==> config.mk <==
export PLATFORM = sky130hd
export DESIGN_NAME = button_input_debounce_qualifier
export DESIGN_NICKNAME = d
export VERILOG_FILES = /design/src/rtl/core/bidq_pkg.sv /design/src/rtl/core/bidq_step.sv /design/src/rtl/core/button_input_debounce_qualifier.sv
export VERILOG_INCLUDE_DIRS = /design/src /design/src/rtl/core
export SDC_FILE = /design/constraint.sdc
export NUM_CORES = 1
export LEC_CHECK = 0
export BUFFER_PORTS_ARGS = -buffer_cell sky130_fd_sc_hd__clkbuf_2
export CAP_MARGIN = 20
export CORE_MARGIN = 3
export CORE_UTILIZATION = 30
export CTS_CLUSTER_SIZE = 14
export DETAILED_ROUTE_END_ITERATION = 8
export PLACE_DENSITY = 0.56
export SLEW_MARGIN = 20
export SYNTH_ARGS = -nofsm -noshare
export SYNTH_HDL_FRONTEND = slang
export SYNTH_SLANG_ARGS = --single-unit
export TNS_END_PERCENT = 20
==> constraint.sdc <==
create_clock -name clk -period 6.45 [get_ports clk]
set_input_delay 1.29 -clock clk [delete_from_list [all_inputs] [get_ports clk]]
set_output_delay 1.29 -clock clk [all_outputs]
set_load 0.03 [all_outputs]
==> src/rtl/core/assert_macros.svh <==
// assertion macros shared by the rtl of the input qualifier
// synthesis builds define SYNTHESIS and get empty bodies
`ifndef ASSERT_MACROS_SVH
`define ASSERT_MACROS_SVH
`ifndef SYNTHESIS
`define ASSERT_PROP(lbl, clk, rstn, prop) \
    lbl: assert property (@(posedge clk) disable iff (!rstn) prop) \
        else $error("assertion failed");
`define ASSERT_IMPL(lbl, clk, rstn, ante, cons) \
    lbl: assert property (@(posedge clk) disable iff (!rstn) (ante) |-> (cons)) \
        else $error("implication failed");
`define ASSERT_NEXT(lbl, clk, rstn, ante, cons) \
    lbl: assert property (@(posedge clk) disable iff (!rstn) (ante) |=> (cons)) \
        else $error("next-cycle implication failed");
`else
`define ASSERT_PROP(lbl, clk, rstn, prop)
`define ASSERT_IMPL(lbl, clk, rstn, ante, cons)
`define ASSERT_NEXT(lbl, clk, rstn, ante, cons)
`endif
`endif

==> src/rtl/core/bidq_pkg.sv <==
// types and codes of the button input debounce qualifier
// no dependencies
`timescale 1ns / 1ps

package bidq_pkg;

    typedef enum logic [1:0] {
        PH_IDLE    = 2'd0,
        PH_EDGE    = 2'd1,
        PH_QUAL    = 2'd2,
        PH_PRESSED = 2'd3
    } phase_t;

    localparam logic OP_EDGE = 1'b0;
    localparam logic OP_TICK = 1'b1;

    localparam logic [2:0] KIND_UNUSED      = 3'd0;
    localparam logic [2:0] KIND_BUTTON      = 3'd1;
    localparam logic [2:0] KIND_BUTTON_HILO = 3'd2;
    localparam logic [2:0] KIND_SWITCH      = 3'd3;
    localparam logic [2:0] KIND_SENSOR      = 3'd4;

    localparam logic [2:0] ACT_NONE       = 3'd0;
    localparam logic [2:0] ACT_RELAY_ON   = 3'd1;
    localparam logic [2:0] ACT_RELAY_OFF  = 3'd2;
    localparam logic [2:0] ACT_RELAY_TGL  = 3'd3;
    localparam logic [2:0] ACT_REPORT_ON  = 3'd4;
    localparam logic [2:0] ACT_REPORT_OFF = 3'd5;

    localparam logic [1:0] REQ_NONE    = 2'd0;
    localparam logic [1:0] REQ_CFG     = 2'd1;
    localparam logic [1:0] REQ_RESTART = 2'd2;

    localparam logic [2:0] REG_INPUT_KIND     = 3'd0;
    localparam logic [2:0] REG_ACTIVE_LOW     = 3'd1;
    localparam logic [2:0] REG_CONFIG_BUTTON  = 3'd2;
    localparam logic [2:0] REG_RELAY_PRESENT  = 3'd3;
    localparam logic [2:0] REG_CHAN_PRESENT   = 3'd4;
    localparam logic [2:0] REG_MIN_STABLE     = 3'd5;
    localparam logic [2:0] REG_LONG_PRESS     = 3'd6;
    localparam logic [2:0] REG_SWITCH_TOGGLES = 3'd7;

    localparam logic [31:0] SWITCH_GAP_US = 32'd2000000;
    localparam logic [7:0]  SAT_MAX       = 8'hFF;

    typedef struct packed {
        logic [2:0] input_kind;
        logic       active_low;
        logic       config_button;
        logic       relay_present;
        logic       channel_present;
        logic [7:0] min_stable_ticks;
        logic [7:0] long_press_ticks;
        logic [7:0] switch_toggles_for_cfg;
    } cfg_t;

    typedef struct packed {
        logic        operation;
        logic        pin_level;
        logic        cfg_mode_on;
        logic [31:0] time_us;
    } item_t;

    typedef struct packed {
        logic [2:0] action;
        logic [1:0] system_request;
        logic       sampling_on;
    } result_t;

endpackage

==> src/rtl/core/bidq_step.sv <==
// qualifier state and its per-item update: phase, sampling arm, counters
// depends on bidq_pkg and assert_macros.svh
`timescale 1ns / 1ps
`include "assert_macros.svh"

module bidq_step
(
    input  logic             clk,
    input  logic             rst_n,
    input  bidq_pkg::cfg_t   cfg,
    input  logic             fire,
    input  bidq_pkg::item_t  item,
    output bidq_pkg::result_t result
);

    bidq_pkg::phase_t phase_reg, phase_next;
    logic        armed_reg, armed_next;
    logic [7:0]  stable_count_reg, stable_count_next;
    logic [7:0]  cfg_count_reg, cfg_count_next;
    logic [31:0] last_active_time_reg, last_active_time_next;

    logic        kind_ok;
    logic        is_button;
    logic        is_switch;
    logic        active;
    logic        finish;
    logic [7:0]  stable_inc;
    logic [7:0]  cfg_inc;
    logic [31:0] gap;
    logic [2:0]  press_act;
    logic [2:0]  release_act;

    assign kind_ok   = (cfg.input_kind >= bidq_pkg::KIND_BUTTON) &&
                       (cfg.input_kind <= bidq_pkg::KIND_SENSOR);
    assign is_button = (cfg.input_kind == bidq_pkg::KIND_BUTTON) ||
                       (cfg.input_kind == bidq_pkg::KIND_BUTTON_HILO);
    assign is_switch = (cfg.input_kind == bidq_pkg::KIND_SWITCH);
    assign active    = (item.pin_level == !cfg.active_low);
    assign stable_inc = (stable_count_reg == bidq_pkg::SAT_MAX) ? stable_count_reg
                                                               : stable_count_reg + 8'd1;
    assign cfg_inc   = (cfg_count_reg == bidq_pkg::SAT_MAX) ? cfg_count_reg
                                                           : cfg_count_reg + 8'd1;
    assign gap       = item.time_us - last_active_time_reg;

    always_comb
    begin
        priority if (cfg.input_kind == bidq_pkg::KIND_BUTTON_HILO)
            press_act = cfg.relay_present ? bidq_pkg::ACT_RELAY_ON : bidq_pkg::ACT_NONE;
        else if (is_switch)
            press_act = cfg.relay_present ? bidq_pkg::ACT_RELAY_TGL : bidq_pkg::ACT_NONE;
        else if (cfg.input_kind == bidq_pkg::KIND_SENSOR)
            press_act = cfg.channel_present ? bidq_pkg::ACT_REPORT_ON : bidq_pkg::ACT_NONE;
        else
            press_act = bidq_pkg::ACT_NONE;

        priority if (cfg.input_kind == bidq_pkg::KIND_BUTTON_HILO)
            release_act = cfg.relay_present ? bidq_pkg::ACT_RELAY_OFF : bidq_pkg::ACT_NONE;
        else if ((cfg.input_kind == bidq_pkg::KIND_BUTTON) || is_switch)
            release_act = cfg.relay_present ? bidq_pkg::ACT_RELAY_TGL : bidq_pkg::ACT_NONE;
        else if (cfg.input_kind == bidq_pkg::KIND_SENSOR)
            release_act = cfg.channel_present ? bidq_pkg::ACT_REPORT_OFF
                                              : bidq_pkg::ACT_NONE;
        else
            release_act = bidq_pkg::ACT_NONE;
    end

    always_comb
    begin
        phase_next            = phase_reg;
        armed_next            = armed_reg;
        stable_count_next     = stable_count_reg;
        cfg_count_next        = cfg_count_reg;
        last_active_time_next = last_active_time_reg;
        result.action         = bidq_pkg::ACT_NONE;
        result.system_request = bidq_pkg::REQ_NONE;
        finish                = 1'b0;

        if (item.operation == bidq_pkg::OP_EDGE)
        begin
            if (kind_ok && ((phase_reg == bidq_pkg::PH_IDLE) ||
                            (phase_reg == bidq_pkg::PH_PRESSED)))
            begin
                if (phase_reg == bidq_pkg::PH_IDLE)
                    phase_next = bidq_pkg::PH_EDGE;
                armed_next = 1'b1;
            end
        end
        else if (armed_reg)
        begin
            finish = 1'b1;
            unique case (phase_reg)
                bidq_pkg::PH_IDLE:
                begin
                end
                bidq_pkg::PH_EDGE:
                begin
                    if (active)
                    begin
                        stable_count_next = 8'd1;
                        if (cfg.config_button &&
                            (is_button || (gap >= bidq_pkg::SWITCH_GAP_US)))
                            cfg_count_next = 8'd0;
                        phase_next = bidq_pkg::PH_QUAL;
                        finish     = 1'b0;
                    end
                end
                bidq_pkg::PH_QUAL, bidq_pkg::PH_PRESSED:
                begin
                    stable_count_next = stable_inc;
                    if (active)
                    begin
                        finish = 1'b0;
                        // held configuration button counts toward a long press
                        if ((phase_reg == bidq_pkg::PH_PRESSED) && cfg.config_button &&
                            is_button)
                        begin
                            cfg_count_next = cfg_inc;
                            if (cfg_inc >= cfg.long_press_ticks)
                            begin
                                if (!item.cfg_mode_on)
                                    result.system_request = bidq_pkg::REQ_CFG;
                                finish = 1'b1;
                            end
                        end
                        if ((phase_reg == bidq_pkg::PH_QUAL) &&
                            (stable_inc >= cfg.min_stable_ticks))
                        begin
                            result.action = press_act;
                            if (!cfg.config_button || is_switch)
                                armed_next = 1'b0;
                            stable_count_next     = 8'd1;
                            last_active_time_next = item.time_us;
                            phase_next            = bidq_pkg::PH_PRESSED;
                        end
                    end
                    else if (phase_reg == bidq_pkg::PH_PRESSED)
                    begin
                        if (stable_inc >= cfg.min_stable_ticks)
                        begin
                            if (cfg.config_button && is_switch)
                            begin
                                cfg_count_next = cfg_inc;
                                if (!item.cfg_mode_on)
                                begin
                                    if (cfg_inc >= cfg.switch_toggles_for_cfg)
                                    begin
                                        cfg_count_next        = 8'd0;
                                        result.system_request = bidq_pkg::REQ_CFG;
                                    end
                                end
                                else if (cfg_inc > 8'd2)
                                    result.system_request = bidq_pkg::REQ_RESTART;
                            end
                            if (cfg.config_button && item.cfg_mode_on && is_button)
                                result.system_request = bidq_pkg::REQ_RESTART;
                            else
                                result.action = release_act;
                        end
                        else
                            finish = 1'b0;
                    end
                end
            endcase
            if (finish)
            begin
                phase_next = bidq_pkg::PH_IDLE;
                armed_next = 1'b0;
            end
        end
        result.sampling_on = armed_next;
    end

    always_ff @(posedge clk or negedge rst_n)
    begin
        if (!rst_n)
        begin
            phase_reg            <= bidq_pkg::PH_IDLE;
            armed_reg            <= 1'b0;
            stable_count_reg     <= 8'd0;
            cfg_count_reg        <= 8'd0;
            last_active_time_reg <= 32'd0;
        end
        else if (fire)
        begin
            phase_reg            <= phase_next;
            armed_reg            <= armed_next;
            stable_count_reg     <= stable_count_next;
            cfg_count_reg        <= cfg_count_next;
            last_active_time_reg <= last_active_time_next;
        end
    end

    // sampling is never armed with the phase back at idle
    `ASSERT_IMPL(a_idle_unarmed, clk, rst_n, phase_reg == bidq_pkg::PH_IDLE, !armed_reg)
    // a qualifying or pressed level has been seen for at least one tick
    `ASSERT_IMPL(a_stable_nonzero, clk, rst_n,
                 (phase_reg == bidq_pkg::PH_QUAL) || (phase_reg == bidq_pkg::PH_PRESSED),
                 stable_count_reg != 8'd0)
    // edge events never produce an action or a request
    `ASSERT_IMPL(a_edge_quiet, clk, rst_n,
                 fire && (item.operation == bidq_pkg::OP_EDGE),
                 (result.action == bidq_pkg::ACT_NONE) &&
                 (result.system_request == bidq_pkg::REQ_NONE))

endmodule

==> src/rtl/core/button_input_debounce_qualifier.sv <==
// channel    | dir | handshake         | payload
// s_         | in  | tvalid / tready   | tuser: operation; tdata: pin, cfg mode, time
// m_         | out | tvalid / tready   | tdata: action, system request, sampling on
// cfg_       | in  | cfg_we, no wait   | cfg_index selects register, cfg_data value
// one transfer per cycle when not stalled: input register, state update, result register
// an item moves from the input register through the state update to the result register
// rst_n clears the state and loads the register defaults
// a stalled result holds the update stage; an empty input register still takes one more
// depends on bidq_pkg, bidq_step and assert_macros.svh
`timescale 1ns / 1ps
`include "assert_macros.svh"

module button_input_debounce_qualifier
(
    input  logic        clk,
    input  logic        rst_n,
    input  logic        s_tvalid,
    output logic        s_tready,
    input  logic        s_tuser,    // [0] operation
    input  logic [39:0] s_tdata,    // [0] pin_level, [1] cfg_mode_on, [33:2] time_us
    output logic        m_tvalid,
    input  logic        m_tready,
    output logic [7:0]  m_tdata,    // [2:0] action, [4:3] system_request, [5] sampling_on
    input  logic        cfg_we,
    input  logic [2:0]  cfg_index,
    input  logic [7:0]  cfg_data
);

    bidq_pkg::cfg_t    cfg_reg;
    bidq_pkg::item_t   in_item_reg;
    logic              in_valid_reg;
    bidq_pkg::result_t out_data_reg;
    logic              out_valid_reg;
    bidq_pkg::result_t step_result;
    logic              out_free;
    logic              fire;

    assign out_free = !out_valid_reg || m_tready;
    assign fire     = in_valid_reg && out_free;
    assign s_tready = !in_valid_reg || out_free;

    always_ff @(posedge clk or negedge rst_n)
    begin
        if (!rst_n)
        begin
            cfg_reg.input_kind             <= bidq_pkg::KIND_UNUSED;
            cfg_reg.active_low             <= 1'b0;
            cfg_reg.config_button          <= 1'b0;
            cfg_reg.relay_present          <= 1'b0;
            cfg_reg.channel_present        <= 1'b0;
            cfg_reg.min_stable_ticks       <= 8'd5;
            cfg_reg.long_press_ticks       <= 8'd250;
            cfg_reg.switch_toggles_for_cfg <= 8'd10;
        end
        else if (cfg_we)
        begin
            unique case (cfg_index)
                bidq_pkg::REG_INPUT_KIND:     cfg_reg.input_kind       <= cfg_data[2:0];
                bidq_pkg::REG_ACTIVE_LOW:     cfg_reg.active_low       <= cfg_data[0];
                bidq_pkg::REG_CONFIG_BUTTON:  cfg_reg.config_button    <= cfg_data[0];
                bidq_pkg::REG_RELAY_PRESENT:  cfg_reg.relay_present    <= cfg_data[0];
                bidq_pkg::REG_CHAN_PRESENT:   cfg_reg.channel_present  <= cfg_data[0];
                bidq_pkg::REG_MIN_STABLE:     cfg_reg.min_stable_ticks <= cfg_data;
                bidq_pkg::REG_LONG_PRESS:     cfg_reg.long_press_ticks <= cfg_data;
                bidq_pkg::REG_SWITCH_TOGGLES: cfg_reg.switch_toggles_for_cfg <= cfg_data;
            endcase
        end
    end

    // input register
    always_ff @(posedge clk or negedge rst_n)
    begin
        if (!rst_n)
            in_valid_reg <= 1'b0;
        else if (s_tready)
            in_valid_reg <= s_tvalid;
    end

    always_ff @(posedge clk)
    begin
        if (s_tready && s_tvalid)
        begin
            in_item_reg.operation   <= s_tuser;
            in_item_reg.pin_level   <= s_tdata[0];
            in_item_reg.cfg_mode_on <= s_tdata[1];
            in_item_reg.time_us     <= s_tdata[33:2];
        end
    end

    bidq_step u_step
    (
        .clk    (clk),
        .rst_n  (rst_n),
        .cfg    (cfg_reg),
        .fire   (fire),
        .item   (in_item_reg),
        .result (step_result)
    );

    // result register
    always_ff @(posedge clk or negedge rst_n)
    begin
        if (!rst_n)
            out_valid_reg <= 1'b0;
        else if (out_free)
            out_valid_reg <= in_valid_reg;
    end

    always_ff @(posedge clk)
    begin
        if (fire)
            out_data_reg <= step_result;
    end

    assign m_tvalid = out_valid_reg;
    assign m_tdata  = {2'b00, out_data_reg.sampling_on, out_data_reg.system_request,
                       out_data_reg.action};

    // input side only stalls behind a held item
    `ASSERT_IMPL(a_ready_when_empty, clk, rst_n, !s_tready, in_valid_reg)
    // an item that cannot move on stays in the input register
    `ASSERT_NEXT(a_item_kept, clk, rst_n, in_valid_reg && !out_free, in_valid_reg)
    // an item that moves on shows up as a result in the next cycle
    `ASSERT_NEXT(a_result_follows, clk, rst_n, fire, m_tvalid)

endmodule

==> impl_metrics.csv <==
group,metric,value,unit
synth,ys_async_sr_fraction,0.672,
setup_path,critPathCaptureType,"flip-flop",
die,io_pins,67,
global_routing,grt_max_degree,63,
synth,synthCells,811,
cells_and_area,area_growth_syn_to_layout,14.5,%
sta,finalHoldViolCount,0,
min_path,hold_end,"u_step.last_active_time_reg[22]",
min_path,min_path_type,"reg2reg",
cells_and_area,final_cells,1209,
route,wire_per_inst,14.7,um
setup_path,crit_type,"reg2reg",
pwr,p_leak,0.00409,uW
placement,gp_congestion,0.895,
clock_tree,clk_pin_slew,0.06,ns
synth,postSynthAreaPerCell,9.80,sq um
placement,post_dp_cell_area,8530,sq um
clock_tree,hold_buffers,0,
global_routing,antenna_found_initial,0,
sta,setup_viol,0,
placement,io_buffers,58,
die,dieArea,28500,sq um
clock_tree,cts_tree,"built",
clock_tree,root_buffer,"clkbuf_16",
sta,worst_pin_slew,0.982,ns
setup_path,rr_worst_depth,15,
synth,ys_seq_area_frac,0.421,
sta,fin_crit,4.15,ns
pwr,pwr_density_cell,288,nW/um^2
clock_tree,post_cts_buffers,0,
clock_tree,htree_num_levels,4,
die,core,25600,sq um
clock_tree,ctsResizeCount,0,
cells_and_area,nNetsFinal,985,
synth,ys.flop_type,"dfrtp_1",
global_routing,grtUsageTotal,0.130,
setup_path,r2r_slack,2.30,ns
setup_path,cp_max_fo,9,
global_routing,grt_pass1_wl,30.2,mm
die,rows,58,
placement,hpwl,13.2,mm
job,max-cap-violations,0,
global_routing,first_global_vias,5949,
setup_path,r2r-start,"u_step.cfg_count_reg[0]",
cells_and_area,drive_gt1_frac,0.195,
clock_tree,clock-sinks,125,
setup_path,crit_required,6.82,ns
sta,fin_worst_skew,0.0107,ns
setup_path,r2r-end,"u_step.cfg_count_reg[3]",
cells_and_area,final_cell_mix,"89 x nand2_1, 74 x dfrtp_1, 70 x inv_1",
clock_tree,cts_max_path_buffers,2,
sta,fin_setup_tns,0,ns
die,die_h,169,um
cells_and_area,fin_area,9090,sq um
die,start_util,0.310,
sta,max_freq,0.241,GHz
sta,fin_crit_sh,0.643,
min_path,worstHoldStart,"in_item_reg[22]",
route,wirelength,17.8,mm
min_path,hold_depth,2,
route,ant_nets,0,
route,drc_errors,0,
sta,drv_slew,0,
run_status,status,"finished, final reports clean",
synth,synth_warnings,0,
global_routing,grt_remaining_overflow,0,
cells_and_area,layout_commonest_cell,"nand2_1",
pwr,ir_drop,0.135,mV
die,fp.dieW,169,um
synth,syn_area,7950,sq um
route,drt_iter0_drc,411,
cells_and_area,largest_reg_flops,35,
route,via_count,5975,
route,vias_per_cell,4.94,
setup_path,crit_arrival,4.51,ns
sta,rsz0062_at_grt,"false",
cells_and_area,antenna_cells,0,
clock_tree,clk-insertion-delay-late,0.43,ns
sta,slew-limit-headroom,0.340,
clock_tree,cts_buffers,17,
placement,place_inst,1177,
pwr,total_power,2620,uW
setup_path,cp-start-kind,"flip-flop",
route,first_pass_iters,5,
synth,ys_seq_elements,125,
synth,synth_edf_count,41,
synth,synth_cell_types,82,
## worst max path at each step
stage / start / end / slack [ns] / depth (start not counted)
after detailed placement: u_step.cfg_count_reg[0] / u_step.cfg_count_reg[3] / 2.33 / 15
after CTS: u_step.cfg_count_reg[0] / u_step.cfg_count_reg[3] / 2.29 / 15
after floorplan: u_step.cfg_count_reg[0] / u_step.cfg_count_reg[3] / 2.82 / 14
after global routing: u_step.cfg_count_reg[0] / u_step.cfg_count_reg[3] / 2.02 / 15
final: u_step.cfg_count_reg[0] / u_step.cfg_count_reg[3] / 2.30 / 15
after global placement: u_step.cfg_count_reg[0] / u_step.cfg_count_reg[3] / 2.29 / 15
## synthesized netlist by cell type, types with 9 or more instances
cell type  count  share of area
a21o_1        20          0.019
nor2_1        44          0.021
a31oi_1       12         0.0094
edfxtp_1      41           0.15
ha_1          61          0.096
o21ai_0       52          0.033
dfrtp_1       74           0.23
dfstp_2       10          0.033
mux2_2        35          0.050
clkbuf_1      17         0.0080
nor3_1        13         0.0082
a21oi_1       44          0.028
nand2b_1      11         0.0087
o41ai_1        9         0.0099
nand2_1       89          0.042
nand3_1       17          0.011
o21ai_1       11         0.0069
xnor2_1       21          0.023
nand4_1       13          0.010
o21a_1        10         0.0094
inv_1         70          0.033
## kinds of logic (layout without fill, tap and decap cells)
logic type	count (synthesis)	count (layout)	share of synthesized area
other	1	2	0.000472
AND/OR/NAND/NOR	235	235	0.147
buffers and inverters	99	166	0.0535
multiplexers	38	38	0.0534
AO/OA/AOI/OAI	224	224	0.197
adder cells (fa/ha/maj)	62	62	0.0986
XOR/XNOR	27	27	0.0298
flip-flops	125	125	0.421
## final cells by class
type / instances / area (sq um)
sequential: 125 / 3350
tap: 330 / 413
inverter: 73 / 274
multi-input combinational: 588 / 4190
timing repair buffer: 61 / 315
clock buffer: 20 / 468
clock inverter: 12 / 88.8
fill: 2608 / 16500
## where the power goes
part	switching [uW]	internal [uW]	total (uW)	leakage (uW)
clock	398	526	924	0.000264
combinational	402	295	698	0.00251
sequential	66.5	932	999	0.00132
total	867	1750	2620	0.00409
## through the flow
| step | worst slack [ns] | hold WS [ns] | utilization |
|---|---|---|---|
| after floorplan | 2.82 | 0.457 | - |
| after global placement | 2.29 | 0.472 | 0.333 |
| after detailed placement | 2.33 | 0.484 | 0.333 |
| after CTS | 2.29 | 0.503 | 0.355 |
| after global routing | 2.02 | 0.523 | 0.355 |
| final | 2.30 | 0.495 | 0.355 |
## critical path: stages (launching register included)
cell and delay (ns):
dfrtp_1 0.42, ha_1 0.20, and2_1 0.20, nand3_1 0.20, xnor2_1 0.37, ha_1 0.30
nand2b_1 0.14, a21o_1 0.17, a21o_1 0.17, a21o_1 0.17, a21o_1 0.17, a2111oi_0 0.61
o41ai_1 0.16, buf_4 0.20, or4_2 0.53, nand2_1 0.08
## metal layers
layer,track usage,part of all wire,vias to the layer above
met3,0.0250,0.034,19
met1,0.180,0.49,2814
met2,0.209,0.46,102
met4,0.0384,0.012,0
li1,-,-,3040
met5,0,0,-
(Power assumes the default switching activity.)
